[config.mk]
export PLATFORM = sky130hd
export DESIGN_NAME = sit_front
export DESIGN_NICKNAME = d
export VERILOG_FILES = /design/src/hw/rtl/sit_pkg.sv /design/src/hw/rtl/sit_front.sv
export SDC_FILE = /design/constraint.sdc
export NUM_CORES = 1
export LEC_CHECK = 0
export BUFFER_PORTS_ARGS = -buffer_cell sky130_fd_sc_hd__buf_2
export CAP_MARGIN = 5
export CORE_MARGIN = 4
export CORE_UTILIZATION = 52
export CTS_CLUSTER_SIZE = 20
export DETAILED_ROUTE_END_ITERATION = 16
export GPL_ROUTABILITY_DRIVEN = 0
export PLACE_DENSITY = 0.78
export REMOVE_ABC_BUFFERS = 1
export SYNTH_ARGS = -nofsm -noshare
export SYNTH_HDL_FRONTEND = slang
export SYNTH_SLANG_ARGS = --single-unit
[constraint.sdc]
create_clock -name i_clk -period 6.9 [get_ports i_clk]
set_input_delay 2.07 -clock i_clk [delete_from_list [all_inputs] [get_ports i_clk]]
set_output_delay 2.07 -clock i_clk [all_outputs]
set_load 0.005 [all_outputs]
[src/hw/rtl/sit_pkg.sv]
// Shared types, index tables and helpers for the segment intersection pipeline.
package sit_pkg;

    // Difference vectors formed in the front stage
    localparam int N_VEC    = 6;
    localparam int V_AS_BS  = 0;  // A start - B start
    localparam int V_BD     = 1;  // B end   - B start
    localparam int V_AE_BS  = 2;  // A end   - B start
    localparam int V_BS_AS  = 3;  // B start - A start
    localparam int V_AD     = 4;  // A end   - A start
    localparam int V_BE_AS  = 5;  // B end   - A start

    // Cross products cross(u, v) = u.x * v.y - u.y * v.x
    localparam int N_CROSS  = 4;
    localparam int X_D1     = 0;
    localparam int X_D2     = 1;
    localparam int X_E1     = 2;
    localparam int X_E2     = 3;

    localparam int U_IDX [N_CROSS] = '{V_AS_BS, V_BD,    V_BS_AS, V_AD};
    localparam int V_IDX [N_CROSS] = '{V_BD,    V_AE_BS, V_AD,    V_BE_AS};

    // Sign of one cross product
    typedef struct packed {
        logic neg;
        logic zero;
    } t_sign;

    // True when the product of the two signs is not negative
    function automatic logic sign_prod_ok(input t_sign a, input t_sign b);
        logic a_pos;
        logic b_pos;
        a_pos = !a.neg && !a.zero;
        b_pos = !b.neg && !b.zero;
        return !((a_pos && b.neg) || (a.neg && b_pos));
    endfunction

endpackage

[src/hw/rtl/sit_front.sv]
// Stage 1: endpoint differences and bounding box overlap test.
module sit_front
    import sit_pkg::*;
#(
    parameter int COORD_WIDTH = 16
) (
    input  logic                          i_clk,
    input  logic                          i_rst_n,
    input  logic                          i_valid,
    output logic                          o_ready,
    input  logic signed [COORD_WIDTH-1:0] i_a_start_x,
    input  logic signed [COORD_WIDTH-1:0] i_a_start_y,
    input  logic signed [COORD_WIDTH-1:0] i_a_end_x,
    input  logic signed [COORD_WIDTH-1:0] i_a_end_y,
    input  logic signed [COORD_WIDTH-1:0] i_b_start_x,
    input  logic signed [COORD_WIDTH-1:0] i_b_start_y,
    input  logic signed [COORD_WIDTH-1:0] i_b_end_x,
    input  logic signed [COORD_WIDTH-1:0] i_b_end_y,
    output logic                          o_valid,
    input  logic                          i_ready,
    output logic signed [COORD_WIDTH:0]   o_dx [N_VEC],
    output logic signed [COORD_WIDTH:0]   o_dy [N_VEC],
    output logic                          o_box
);

    localparam int CW = COORD_WIDTH;

    logic signed [CW:0] n_dx [N_VEC];
    logic signed [CW:0] n_dy [N_VEC];
    logic signed [CW:0] r_dx [N_VEC];
    logic signed [CW:0] r_dy [N_VEC];
    logic               n_box;
    logic               r_box;
    logic               r_valid;

    logic signed [CW:0] ax0, ay0, ax1, ay1, bx0, by0, bx1, by1;
    logic signed [CW-1:0] a_max_x, a_min_x, a_max_y, a_min_y;
    logic signed [CW-1:0] b_max_x, b_min_x, b_max_y, b_min_y;

    // Sign-extend endpoints by one bit for exact differences
    assign ax0 = {i_a_start_x[CW-1], i_a_start_x};
    assign ay0 = {i_a_start_y[CW-1], i_a_start_y};
    assign ax1 = {i_a_end_x[CW-1],   i_a_end_x};
    assign ay1 = {i_a_end_y[CW-1],   i_a_end_y};
    assign bx0 = {i_b_start_x[CW-1], i_b_start_x};
    assign by0 = {i_b_start_y[CW-1], i_b_start_y};
    assign bx1 = {i_b_end_x[CW-1],   i_b_end_x};
    assign by1 = {i_b_end_y[CW-1],   i_b_end_y};

    // Form the six difference vectors
    always_comb begin
        n_dx[V_AS_BS] = ax0 - bx0;
        n_dy[V_AS_BS] = ay0 - by0;
        n_dx[V_BD]    = bx1 - bx0;
        n_dy[V_BD]    = by1 - by0;
        n_dx[V_AE_BS] = ax1 - bx0;
        n_dy[V_AE_BS] = ay1 - by0;
        n_dx[V_BS_AS] = bx0 - ax0;
        n_dy[V_BS_AS] = by0 - ay0;
        n_dx[V_AD]    = ax1 - ax0;
        n_dy[V_AD]    = ay1 - ay0;
        n_dx[V_BE_AS] = bx1 - ax0;
        n_dy[V_BE_AS] = by1 - ay0;
    end

    // Bounding boxes, inclusive overlap on both axes
    always_comb begin
        a_max_x = (i_a_start_x > i_a_end_x) ? i_a_start_x : i_a_end_x;
        a_min_x = (i_a_start_x > i_a_end_x) ? i_a_end_x   : i_a_start_x;
        a_max_y = (i_a_start_y > i_a_end_y) ? i_a_start_y : i_a_end_y;
        a_min_y = (i_a_start_y > i_a_end_y) ? i_a_end_y   : i_a_start_y;
        b_max_x = (i_b_start_x > i_b_end_x) ? i_b_start_x : i_b_end_x;
        b_min_x = (i_b_start_x > i_b_end_x) ? i_b_end_x   : i_b_start_x;
        b_max_y = (i_b_start_y > i_b_end_y) ? i_b_start_y : i_b_end_y;
        b_min_y = (i_b_start_y > i_b_end_y) ? i_b_end_y   : i_b_start_y;
        n_box   = !(a_max_x < b_min_x) && !(b_max_x < a_min_x)
               && !(a_max_y < b_min_y) && !(b_max_y < a_min_y);
    end

    assign o_ready = !r_valid || i_ready;

    // Advance the stage valid bit
    always_ff @(posedge i_clk) begin
        if (!i_rst_n) begin
            r_valid <= 1'b0;
        end else if (o_ready) begin
            r_valid <= i_valid;
        end
    end

    // Load payload on an accepted beat
    always_ff @(posedge i_clk) begin
        if (o_ready && i_valid) begin
            r_dx  <= n_dx;
            r_dy  <= n_dy;
            r_box <= n_box;
        end
    end

    assign o_valid = r_valid;
    assign o_dx    = r_dx;
    assign o_dy    = r_dy;
    assign o_box   = r_box;

endmodule

# After elaboration in Yosys (flattened, before gate mapping)
# Cells that the tools add are included.
dict set report totals {
  output_inout_bits 207
  in_bits 132
  word_cells 52
  reg_bits 206
}
dict set report classes {
  muxes 8
  n_lt_le_gt_ge 8
  n_reduce_logical 10
  add_sub_neg 12
}
# op count
set op_table {}
lappend op_table {{subtractor 16 x 16 -> 17 bit} 12}
lappend op_table {{2-to-1 mux 16 bit} 8}
lappend op_table {{greater-than comparator 16 bit} 4}
lappend op_table {{less-than comparator 16 bit} 4}
lappend op_table {{zero test 1 bit} 5}
lappend op_table {{logical AND 1 bit} 4}
lappend op_table {{logical OR 1 bit} 1}

# Depth between registers and ports, before layout
dict set report depth {
  word_depth 7
  ltp_mapped 22
  depth_no_buf 20
}

# Least setup slack after synthesis
# No wires, ideal clock.
dict set report synth_path {
  kind {input to register}
  from {input i_ready}
  to {register r_box (netlist: o_box), enable pin}
  slack_ps -544
  required_time_ps 6311
  arrival_ps 6855
  cell_stages 2
  setup_time_ps 589
  n_path_buf 0
  cell_sequence {nand2b_1 and2_1}
}
dict set report synth_via {
  elab_chain_len 2
}
# item line
set synth_rtl {}
lappend synth_rtl {{start: declaration} sit_front.sv:20} ;# input logic i_ready,
lappend synth_rtl {{logical OR 1 bit} sit_front.sv:80} ;# assign o_ready = !r_valid || i_ready;
lappend synth_rtl {{logical AND 1 bit} sit_front.sv:93} ;# if (o_ready && i_valid) begin
lappend synth_rtl {{end signal: assignment} sit_front.sv:96} ;# r_box <= n_box;
lappend synth_rtl {{end: declaration} sit_front.sv:33} ;# logic r_box;
# Every way passes these cells.
# A chain may end at the register's enable or synchronous reset.

# Worst setup path after layout
dict set report layout_path {
  from {input i_a_start_x[1]}
  to {register r_box (netlist: o_box), data pin}
}
dict set report layout_via {
  elab_chain_len 7
  elab_cells_between_ends 10
  cone_classes {order compare (3); mux (2); reduce/logical (5)}
}
# item line
set layout_rtl {}
lappend layout_rtl {{start: declaration} sit_front.sv:11} ;# input logic signed [COORD_WIDTH-1:0] i_a_start_x,
lappend layout_rtl {{greater-than comparator 16 bit} {sit_front.sv:68, sit_front.sv:69}}
lappend layout_rtl {{2-to-1 mux 16 bit, on equally long branches} {sit_front.sv:68, sit_front.sv:69}}
lappend layout_rtl {{less-than comparator 16 bit} sit_front.sv:76} ;# n_box = !(a_max_x < b_min_x) && !(b_max_x < a_min_x)
lappend layout_rtl {{zero test 1 bit} sit_front.sv:76}
lappend layout_rtl {{logical AND 1 bit *} sit_front.sv:76}
lappend layout_rtl {{logical AND 1 bit * (2 in series)} sit_front.sv:77} ;# && !(a_max_y < b_min_y) && !(b_max_y < a_min_y);
lappend layout_rtl {{net n_box} sit_front.sv:32} ;# logic n_box;
# The timed path passes the listed nets; every way through them passes the cells marked *.

==> results.md <==
Drt:
- In this run, the number of DRC markers left after iteration 0 of detailed routing was 1,053.
- The average routed wire per standard cell is 19.89 microns.
- The count of nets left with antenna violations once routing finished came out at 0.
- The routed layout has 15,450 vias.
- Dividing the detail-routed via count by the number of cells gives 5.861.
- For this block, the routed nets add up to 52,400 microns of wire.
- The number of DRC violations after detailed routing is 0.
- The number of optimization iterations in the first detailed-route pass is 5.

Worst setup path:
- Together, buffers and inverters on the worst path number 2.
- The depth of the worst register-to-register path is 3.
- The worst register-to-register path begins at o_valid.
- The worst setup slack for register-to-register paths is 4.69 ns.
- STA classifies the critical path startpoint as a primary input.
- The sort of element at the end of the critical path is a register.
- The library cell contributing the largest single delay on the critical path is sky130_fd_sc_hd__a211oi_1.
- Walking the worst path, the cells encountered are buf_2 > inv_1 > ha_1 > nor2b_1 > o31a_1 > o2111ai_1 > a21oi_1 > a22oi_2 > mux2_2 > ha_1 > a21o_1 > a21oi_1 > o211ai_1 > a21o_1 > a211oi_1 > nand2_1 > nand4_1 > a31oi_1 > and4_1.
- The required time of the critical path is 7.20 ns.
- In this run the critical register-to-register path is captured at o_dy[61].
- For this run, the slowest stage of the critical path takes 0.51 ns.
- The critical path arrival is 6.67 ns.
- The dominant delay contributor by cell family on the critical path is compound AO/OA/AOI/OAI gates.
- Along the worst path, the maximum fanout reaches 9.
- The critical path is of the primary input to register type.

Synth:
- In this run, synthesis inferred 203 flip-flops with an integrated enable.
- The top cell type's share of synthesized area is 34.67%.
- By area the synthesized netlist is led by sky130_fd_sc_hd__edfxtp_1, sky130_fd_sc_hd__ha_1, sky130_fd_sc_hd__xnor2_1.
- Among all cell types in the netlist, the one instantiated most often is sky130_fd_sc_hd__ha_1.
- After synthesis, the share of flip-flops with an asynchronous set or reset is 0%.
- The fraction of the mapped netlist area in compound gates is 18.03%.
- After technology mapping, the gate count stands at 1,832.
- The average footprint of a synthesized cell is 9.596 sq um.
- The sequential fraction of the synthesis area is 34.79%.
- The simple-gate share of the synthesized area is 12.75%.
- The area share of fa/ha/maj cells after synthesis is 19.59%.
- The dominant synthesized flop cell is sky130_fd_sc_hd__edfxtp_1.
- By count the netlist is led by sky130_fd_sc_hd__ha_1, sky130_fd_sc_hd__edfxtp_1, sky130_fd_sc_hd__a21oi_1, sky130_fd_sc_hd__inv_1, sky130_fd_sc_hd__nor2_1.
- In the synthesized netlist, mux cells make up 3.907% of the area.
- The largest area contributor in the netlist is sky130_fd_sc_hd__edfxtp_1.
- Yosys printed 0 warnings.
- After synthesis, the largest family of logic cells by area is adder cells.
- Of the total synthesized cell area, the portion taken by XOR and XNOR cells is 6.576%.
- Counting distinct cell types in the post-synthesis netlist gives 65.
- Counting flops and latches in the post-synthesis netlist gives 204.
- After synthesis the cells add up to 17,580 sq um.

Flow run:
- The max-capacitance violation count is 0.

CTS:
- The post-CTS setup-driven buffer insertion count is 0.
- Buffers inserted during clock tree synthesis total 23.
- The number of H-tree branching levels is 1.
- In this run the deepest clock path goes through 3 buffers.
- The count of hold-fix buffers inserted at cts is 0.
- The total of cells resized after clock tree synthesis is 0.
- The clock sink count is 204.
- The source-to-sink clock delay at the later pin of the worst-skew pair is 0.54 ns.
- The clock transition at the registers of the reported paths is 0.07 ns.
- The tree is rooted in a sky130_fd_sc_hd__clkbuf_16.
- TritonCTS built the clock tree.

Global route:
- Entering global routing, the biggest net connects 88 pins.
- The first global-routing pass estimated 79,640 microns of wire.
- The residual overflow from global routing is 0.
- Global routing used 27.50% of the available tracks.
- The number of antenna violations at the first check in global routing is 12.
- The via count of the first global-routing pass is 15,220.

Final layout:
- The area growth from synthesis to layout is 17.04%.
- After routing the design area is 20,580 sq um.
- The number of standard cells in the layout, taps in and fillers out is 2,635.
- At the end of the flow, the number of nets in the layout was 2,564.
- The share of layout cells above drive strength 1 is 20.01%.
- The number of filler instances in the final layout is 2,793.

Hold path:
- The startpoint identified for the worst hold timing path is o_valid.
- The path with the worst hold slack has its endpoint at o_valid.
- The path category of the worst min-delay check is register to register.
- The worst hold path cell count is 2.

Timing:
- The worst-margin pin slew is 0.8740 ns.
- Timing would allow up to 0.1570 GHz.
- The largest clock skew in the final design is 0.01974 ns.
- The hold violation total from the final report is 0.
- The worst max-slew margin expressed relative to the limit is 41.74%.
- Subtracting the final worst setup slack from the clock period gives 6.368 ns.
- Adding up every negative setup slack in the final design gives 0 ns.
- The final number of max-transition violations is 0.
- The part of the cycle the worst path needs is 92.29%.
- Setup repair after global routing left no endpoint under its margin.
- The total setup violations reported at the end of the flow is 0.

Placement:
- After legalization and detailed placement, the total HPWL measured 43,140 microns.
- The post-detailed-placement cell area is 19,810 sq um.
- The number of placed instances, taps included, is 2,587.
- Buffers placed on the I/O ports in this run total 338.

Floorplanning:
- The core area is 33,450 sq um.
- The y dimension of the die is 191.9 microns.
- The die outline width is 191.9 microns.
- The floorplan step defined a die boundary enclosing 36,810 sq um.
- The cell row count is 67.
- The initial standard-cell utilization of the core is 52.56%.
- 339 I/O pins were placed.

Status:
- The flow ran to the end, and the final reports show no timing, DRC or antenna violations.

Power:
- The leakage power is 9.567 nW.
- VDD sags by at most 0.1948 mV.
- The power per unit of standard cell area is 216.2 nW/um^2.
## placed cells by master (no fill, tap or decap), types with 29 or more instances in the layout
| cell | Yosys | final |
|---|---|---|
| sky130_fd_sc_hd__a21o_1 | 68 | 68 |
| sky130_fd_sc_hd__mux2i_1 | 36 | 36 |
| sky130_fd_sc_hd__nor3_1 | 41 | 41 |
| sky130_fd_sc_hd__a21oi_1 | 157 | 157 |
| sky130_fd_sc_hd__edfxtp_1 | 203 | 203 |
| sky130_fd_sc_hd__o21ai_0 | 93 | 93 |
| sky130_fd_sc_hd__nor2b_1 | 39 | 39 |
| sky130_fd_sc_hd__inv_1 | 147 | 147 |
| sky130_fd_sc_hd__o21ai_1 | 31 | 31 |
| sky130_fd_sc_hd__nand3_1 | 34 | 34 |
| sky130_fd_sc_hd__xnor2_1 | 98 | 98 |
| sky130_fd_sc_hd__mux2_2 | 29 | 29 |
| sky130_fd_sc_hd__nor2_1 | 143 | 143 |
| sky130_fd_sc_hd__ha_1 | 256 | 256 |
| sky130_fd_sc_hd__xor2_1 | 34 | 34 |
| sky130_fd_sc_hd__buf_2 | 16 | 338 |
| sky130_fd_sc_hd__nand2_1 | 106 | 106 |
## how the worst max path moves through the flow
stage	start	cells after the start	slack, ns	endpoint
2_1_floorplan	i_ready	2	-0.54	o_box
3_3_place_gp	i_a_start_x[1]	21	0.18	o_box
3_5_place_dp	i_a_start_x[1]	21	0.09	o_box
4_1_cts	i_a_start_x[1]	21	0.64	o_box
5_1_grt	i_a_start_x[1]	21	0.24	o_box
6_report	i_a_start_x[1]	19	0.53	o_box
## stage by stage
| stage | setup slack (ns) | total power [mW] | util, % | hold WS, ns |
|---|---|---|---|---|
| after floorplan | -0.5436 | 2.661 | - | 0.5366 |
| after global placement | 0.1823 | 3.173 | 59.22 | 0.5060 |
| after detailed placement | 0.08710 | 3.214 | 59.22 | 0.5264 |
| after CTS | 0.6413 | 4.460 | 61.46 | 0.5346 |
| after global routing | 0.2363 | 4.700 | 61.49 | 0.5743 |
| final | 0.5318 | 4.448 | 61.52 | 0.5359 |
## worst register-to-register path, delay by kind of cell, from the launching register on
kind                   cells  cell delay [ns]
flip-flops                 1             0.31
AND/OR/NAND/NOR            2             0.80
buffers and inverters      1             0.67
## where the power goes
| part | total [mW] | internal (mW) | switching (mW) |
|---|---|---|---|
| Combinational | 1.59 | 0.667 | 0.924 |
| Clock | 1.23 | 0.725 | 0.501 |
| Sequential | 1.63 | 1.59 | 0.0440 |
| Total | 4.45 | 2.98 | 1.47 |
## kinds of logic (layout without fill, tap and decap cells)
group	after synthesis	count (layout)
AOI/OAI and AO/OA	502	502
and+or+nand+nor	469	469
adders and majority gates	268	268
DFF	204	204
buffers and inverters	192	539
xor gates and xnor gates	132	132
muxes	65	65
other	0	8
## metal layers
layer | share of wire [%] | GRT usage, %
met5 | 0.13 | 0
met4 | 4.9 | 12.68
met3 | 8.8 | 5.144
met2 | 48 | 47.89
met1 | 38 | 32.93
## flip-flops by register name (all words and copies together) (netlist names)
signal / cells
o_box: 1
o_dx: 101
o_dy: 101
o_valid: 1
## area by class of cell
cell class / instances / area (sq um) / share of cell area (%)
clock inverter: 15 / 166.4 / 0.8088
tap: 448 / 560.5 / 2.724
timing repair buffer: 352 / 1847 / 8.975
sequential: 204 / 6116 / 29.72
clock buffer: 25 / 583.1 / 2.834
multi-input combinational: 1436 / 10730 / 52.16
inverter: 147 / 551.8 / 2.682
antenna: 8 / 20.02 / 0.09729
Note: power is estimated with default switching activity, not from simulation.
